File: src/sv/fch_pkg.sv
// shared constants, types and the lane fold function for the chunk hasher
// no dependencies
package fch_pkg;

	localparam int unsigned MAX_CHUNK = 4096;
	localparam int unsigned ADDR_W = $clog2(MAX_CHUNK);
	localparam int unsigned LEN_W = $clog2(MAX_CHUNK + 1);
	localparam int unsigned LANE_W = 64;

	localparam logic [LANE_W-1:0] FNV_OFFSET = 64'hcbf29ce484222325;

	localparam logic [2:0] CMD_BYTE    = 3'd0;
	localparam logic [2:0] CMD_CLOSE   = 3'd1;
	localparam logic [2:0] CMD_MIX     = 3'd2;
	localparam logic [2:0] CMD_FINISH  = 3'd3;
	localparam logic [2:0] CMD_RESTART = 3'd4;

	localparam logic REG_SEED_HIGH = 1'b0;
	localparam logic REG_SEED_LOW  = 1'b1;

	typedef enum logic [1:0] {
		LANE_HOLD,
		LANE_SEED,
		LANE_WORD,
		LANE_STORE
	} lane_op_t;

	typedef struct packed {
		logic              mem_we;
		logic [ADDR_W-1:0] mem_waddr;
		logic [ADDR_W-1:0] rd_addr_hi;
		logic [ADDR_W-1:0] rd_addr_lo;
		logic              word_load;
		logic              word_from_len;
		logic [LEN_W-1:0]  len;
		lane_op_t          lane_op;
		logic [2:0]        byte_sel;
		logic              out_load;
		logic              overflow;
	} dp_cmd_t;

	// (lane ^ b) * 0x100000001b3 as shifts and adds
	function automatic logic [LANE_W-1:0] fold_byte(input logic [LANE_W-1:0] lane,
			input logic [7:0] b);
		logic [LANE_W-1:0] x;
		x = lane ^ {{(LANE_W-8){1'b0}}, b};
		return (x << 40) + (x << 8) + (x << 7) + (x << 5) + (x << 4) + (x << 1) + x;
	endfunction

endpackage

File: src/sv/fch_ctrl.sv
// command sequencer: handshakes, chunk length, overflow flag, fold sequencing
// depends on fch_pkg
module fch_ctrl import fch_pkg::*; (
	input  logic       clk,
	input  logic       arst_n,
	input  logic       cmd_valid,
	output logic       cmd_stall,
	input  logic [2:0] command,
	output logic       hash_valid,
	input  logic       hash_stall,
	output dp_cmd_t    dp_cmd
);

	typedef enum logic [1:0] {
		S_IDLE,
		S_WORD,
		S_BYTES
	} state_t;

	state_t           state_q;
	logic [LEN_W-1:0] len_q;
	logic [LEN_W-1:0] idx_q;
	logic [2:0]       k_q;
	logic             close_q;
	logic             ovf_q;
	logic             accept;
	logic             room;
	logic [LEN_W-1:0] hi_next, lo_next, lo_first;

	assign cmd_stall = (state_q != S_IDLE) || (command == CMD_FINISH && hash_valid && hash_stall);
	assign accept = cmd_valid && !cmd_stall;
	assign room = len_q < LEN_W'(MAX_CHUNK);

	assign hi_next  = idx_q + LEN_W'(1);
	assign lo_next  = len_q - LEN_W'(2) - idx_q;
	assign lo_first = len_q - LEN_W'(1);

	always_comb begin
		dp_cmd               = '0;
		dp_cmd.lane_op       = LANE_HOLD;
		dp_cmd.len           = len_q;
		dp_cmd.overflow      = ovf_q;
		dp_cmd.byte_sel      = k_q;
		dp_cmd.mem_waddr     = len_q[ADDR_W-1:0];
		dp_cmd.rd_addr_hi    = '0;
		dp_cmd.rd_addr_lo    = lo_first[ADDR_W-1:0];
		unique case (state_q)
			S_IDLE: begin
				if (accept) begin
					unique case (command)
						CMD_BYTE:    dp_cmd.mem_we = room;
						CMD_CLOSE: begin
							dp_cmd.word_load     = 1'b1;
							dp_cmd.word_from_len = 1'b1;
						end
						CMD_MIX:     dp_cmd.word_load = 1'b1;
						CMD_FINISH:  dp_cmd.out_load = 1'b1;
						CMD_RESTART: dp_cmd.lane_op = LANE_SEED;
						default: ;
					endcase
				end
			end
			S_WORD: dp_cmd.lane_op = LANE_WORD;
			S_BYTES: begin
				dp_cmd.lane_op    = LANE_STORE;
				dp_cmd.rd_addr_hi = hi_next[ADDR_W-1:0];
				dp_cmd.rd_addr_lo = lo_next[ADDR_W-1:0];
			end
			default: ;
		endcase
	end

	always_ff @(posedge clk or negedge arst_n) begin
		if (!arst_n) begin
			state_q    <= S_IDLE;
			len_q      <= '0;
			idx_q      <= '0;
			k_q        <= '0;
			close_q    <= 1'b0;
			ovf_q      <= 1'b0;
			hash_valid <= 1'b0;
		end else begin
			if (hash_valid && !hash_stall && !(accept && command == CMD_FINISH)) begin
				hash_valid <= 1'b0;
			end
			unique case (state_q)
				S_IDLE: begin
					if (accept) begin
						unique case (command)
							CMD_BYTE: begin
								if (room) begin
									len_q <= len_q + LEN_W'(1);
								end else begin
									ovf_q <= 1'b1;
								end
							end
							CMD_CLOSE: begin
								state_q <= S_WORD;
								k_q     <= '0;
								close_q <= 1'b1;
							end
							CMD_MIX: begin
								state_q <= S_WORD;
								k_q     <= '0;
								close_q <= 1'b0;
							end
							CMD_FINISH: hash_valid <= 1'b1;
							CMD_RESTART: begin
								len_q <= '0;
								ovf_q <= 1'b0;
							end
							default: ;
						endcase
					end
				end
				S_WORD: begin
					k_q <= k_q + 3'd1;
					if (k_q == 3'd7) begin
						if (close_q && len_q != '0) begin
							state_q <= S_BYTES;
							idx_q   <= '0;
						end else begin
							state_q <= S_IDLE;
						end
					end
				end
				S_BYTES: begin
					idx_q <= hi_next;
					if (hi_next == len_q) begin
						state_q <= S_IDLE;
						len_q   <= '0;
					end
				end
				default: state_q <= S_IDLE;
			endcase
		end
	end

	a_len_bound: assert property (@(posedge clk) disable iff (!arst_n)
		len_q <= LEN_W'(MAX_CHUNK))
		else $error("chunk length beyond buffer");

	a_write_room: assert property (@(posedge clk) disable iff (!arst_n)
		dp_cmd.mem_we |-> (room && state_q == S_IDLE))
		else $error("store write without room");

	a_idx_bound: assert property (@(posedge clk) disable iff (!arst_n)
		state_q == S_BYTES |-> idx_q < len_q)
		else $error("byte index past chunk length");

	a_finish_result: assert property (@(posedge clk) disable iff (!arst_n)
		(accept && command == CMD_FINISH) |=> hash_valid)
		else $error("finish gave no result");

	a_close_clears: assert property (@(posedge clk) disable iff (!arst_n)
		(state_q == S_BYTES && hi_next == len_q) |=> (state_q == S_IDLE && len_q == '0))
		else $error("chunk not cleared after close");

endmodule

File: config.mk
export PLATFORM = sky130hd
export DESIGN_NAME = fch_ctrl
export DESIGN_NICKNAME = d
export VERILOG_FILES = /design/src/sv/fch_pkg.sv /design/src/sv/fch_ctrl.sv
export SDC_FILE = /design/constraint.sdc
export NUM_CORES = 1
export LEC_CHECK = 0
export ABC_AREA = 1
export BUFFER_PORTS_ARGS = -buffer_cell sky130_fd_sc_hd__buf_2
export CAP_MARGIN = 10
export CORE_AREA = 2 2 88 90
export CTS_BUF_LIST = sky130_fd_sc_hd__clkbuf_8 sky130_fd_sc_hd__clkbuf_16
export DETAILED_ROUTE_END_ITERATION = 12
export DIE_AREA = 0 0 90 92
export PLACE_DENSITY_LB_ADDON = 0.05
export SKIP_LAST_GASP = 1
export SLEW_MARGIN = 20
export SYNTH_ARGS = -nofsm -noshare
export SYNTH_HDL_FRONTEND = slang
export SYNTH_SLANG_ARGS = --single-unit
File: constraint.sdc
create_clock -name clk -period 4.75 [get_ports clk]
set_input_delay 0.95 -clock clk [delete_from_list [all_inputs] [get_ports clk]]
set_output_delay 0.95 -clock clk [all_outputs]
set_load 0.01 [all_outputs]
==> metrics.yaml <==
outcome:
  status: "complete, no violations"
yosys:
  yosysMostFrequentCell: "nand2_1"
  netlist_top_cells_count: "nand2_1, inv_1, nand3_1, nor2_1, o21ai_0"
  async_flop_share: 1.000
  ys_types: 34
  ys.flop_type: "dfrtp_1"
  synth_edf_count: 0
  ys_ff_latch: 34
  netlist_area_um2: 3536
  synth_seq_area_share: 0.2406
  syn_inst: 552
  synth.avg_cell_area_um2: 6.406
  synth_top_area_cell: "dfrtp_1"
  ys.warnings.count: 0
  synth_top_area_frac: 0.2406
  syn_nets: 590
  synth_area_leaders: "dfrtp_1, nand2_1, ha_1"
setup_path:
  required_ns: 3.80
  slowest_delay_ns: 0.53
  end_kind: "primary output"
  crit_fanout: 10
  worstPathBufferInverterCount: 3
  slowest_stage: "dfrtp_1"
  path_cells: "inv_1 -> ha_1 -> inv_1 -> ha_1 -> a21oi_1 -> o21ai_0 -> a21oi_1 -> nor2_1 -> nor2_1 -> xor2_1 -> o21ai_0 -> buf_2"
  cp_top_family: "adder cells"
  worstSetupPathType: "flop to primary output"
  arrival_ns: 2.88
  startpoint_type: "flop"
global_routing:
  track_usage: 0.2566
  grt_pass1_vias: 3529
  overflow: 0
  antenna_found_initial: 0
  grt_max_degree: 35
  grt_pass1_wl_um: 17180
drt:
  routedWlPerCell_um: 14.90
  drt_pass1_iterations: 5
  drtAntennaViolNets: 0
  num_vias: 3654
  avgViaCountPerCell: 5.183
  routed_wl_um: 10510
  first_iter_violations: 295
  drc: 0
pwr:
  internal_power_uw: 885.7
  power.switching_uw: 861.3
  p_per_area_nw_per_um2: 442.8
  combPwrFrac: 0.608
  p_sw_frac: 0.4930
  p_leak_uw: 0.002216
  seqPwrFrac: 0.228
  clockPowerShare: 0.164
  ir_drop_mv: 0.3223
sta:
  period_needed_ns: 3.833
  slew_violations: 0
  slew_headroom: 0.2749
  timing_hold_violations_final: 0
  skew_ns: 0.01520
  worst_pin_slew_ns: 1.081
  tns_ns: 0
  fmax_mhz: 260.9
  fin_crit_sh: 0.8070
  finalWorstSetupSlack_ns: 0.9167
  rsz0062_at_grt: "false"
  setup_violations: 0
clocking:
  clock-sinks: 34
  cts_hold_buf: 0
  path_clk_slew_ns: 0.07
  cts.htree.levels: 2
  cts_resized: 0
  clockBufferDepth: 2
  clk_latency_ns: 0.30
  root_buffer: "clkbuf_8"
  numCtsBuffers: 5
  cts_setup_buffers: 0
  cts_tree: "built"
floorplan:
  die_y_um: 92
  start_util: 0.4748
  die_w_um: 90
  rows: 32
  die-area_um2: 8280
  io_pins: 68
  coreArea_um2: 7447
placed_design:
  hpwl_um: 8050
  gp_congestion: 0.8668
  io_buffer_count: 67
  dp_slack_ns: 1.254
job:
  maxCapViolCount: 0
layout:
  nets: 641
  diodes: 0
  drive_gt1_frac: 0.1559
  syn_to_final_growth_pct: 11.57
min_path:
  hold_class: "flop to flop"
metal layers:
metal  track usage  wire length [µm]
met1        0.3282              4766
met2        0.4392              4885
met3       0.05012               570
met4       0.07821               286
met5             0                 0
stage by stage:
step | instance area, µm² | utilization | power, µW | hold slack [ns] | std cells
2_1_floorplan | 3536 | - | 1159 | 0.4637 | 552
3_3_place_gp | 3832 | 0.5146 | 1455 | 0.4846 | 698
3_5_place_dp | 3832 | 0.5146 | 1461 | 0.4847 | 698
4_1_cts | 3945 | 0.5297 | 1752 | 0.5057 | 705
5_1_grt | 3945 | 0.5297 | 1916 | 0.5348 | 705
6_report | 3945 | 0.5297 | 1747 | 0.5051 | 705
worst reg2reg max path, stage by stage (launching register included):
cell and delay [ns]:
dfrtp_1 0.58, ha_1 0.37, nand2_2 0.13, nor2_4 0.18
nand3_1 0.12, nand3_1 0.11, nand2_1 0.06, nor2_1 0.09
nand2_1 0.07, nor2_2 0.10, nand2_2 0.08, nand2_4 0.18
nand2_4 0.16, nand2_1 0.12, nand2_1 0.06
registers in the layout, indices dropped and copies added (netlist names):
name        flops
close_q         1
len_q          13
hash_valid      1
k_q             3
ovf_q           1
idx_q          13
state_q         2
cell usage in the layout (no fill, tap or decap), types with 10 or more instances in the layout:
| master | count |
|---|---|
| buf_2 | 67 |
| nor2_1 | 55 |
| nand4_1 | 10 |
| inv_1 | 71 |
| o21ai_0 | 36 |
| ha_1 | 30 |
| nand2_1 | 150 |
| dfrtp_1 | 34 |
| a21oi_1 | 30 |
| nand3_1 | 61 |
worst paths after layout:
| kind | from | endpoint | slack, ns | depth (start not counted) |
|---|---|---|---|---|
| min in group asynchronous | arst_n | idx_q[9] | 0.74 | 1 |
| hold / removal | state_q[1] | state_q[1] | 0.51 | 2 |
| max in group asynchronous | arst_n | hash_valid | 3.45 | 1 |
| setup / recovery | len_q[4] | dp_cmd[31] | 0.92 | 12 |
| hold reg to reg | state_q[1] | state_q[1] | 0.51 | 2 |
| setup reg to reg | idx_q[0] | len_q[8] | 2.20 | 14 |
power by group through the flow:
stage          clock network (µW)  logic, µW  registers (µW)
3_3_place_gp                    0       1050             402
5_1_grt                       301       1210             406
4_1_cts                       287       1070             399
2_1_floorplan                   0        767             392
3_5_place_dp                    0       1060             404
6_report                      286       1060             398
cell families after synthesis:
logic type | after synthesis | synth area share
AO/OA/AOI/OAI | 73 | 0.1086
buffers and inverters | 96 | 0.1267
XOR/XNOR | 11 | 0.02725
flip-flops | 34 | 0.2406
adder cells (fa/ha/maj) | 31 | 0.1118
AND/OR/NAND/NOR | 307 | 0.3850
final cells by class:
type	count	area, µm²
clock buffer	6	82.58
clock inverter	1	30.03
fill	808	3502
inverter	71	266.5
multi-input combinational	422	2237
sequential	34	850.8
tap	102	127.6
timing repair buffer	69	350.3
(Power assumes the default switching activity.)
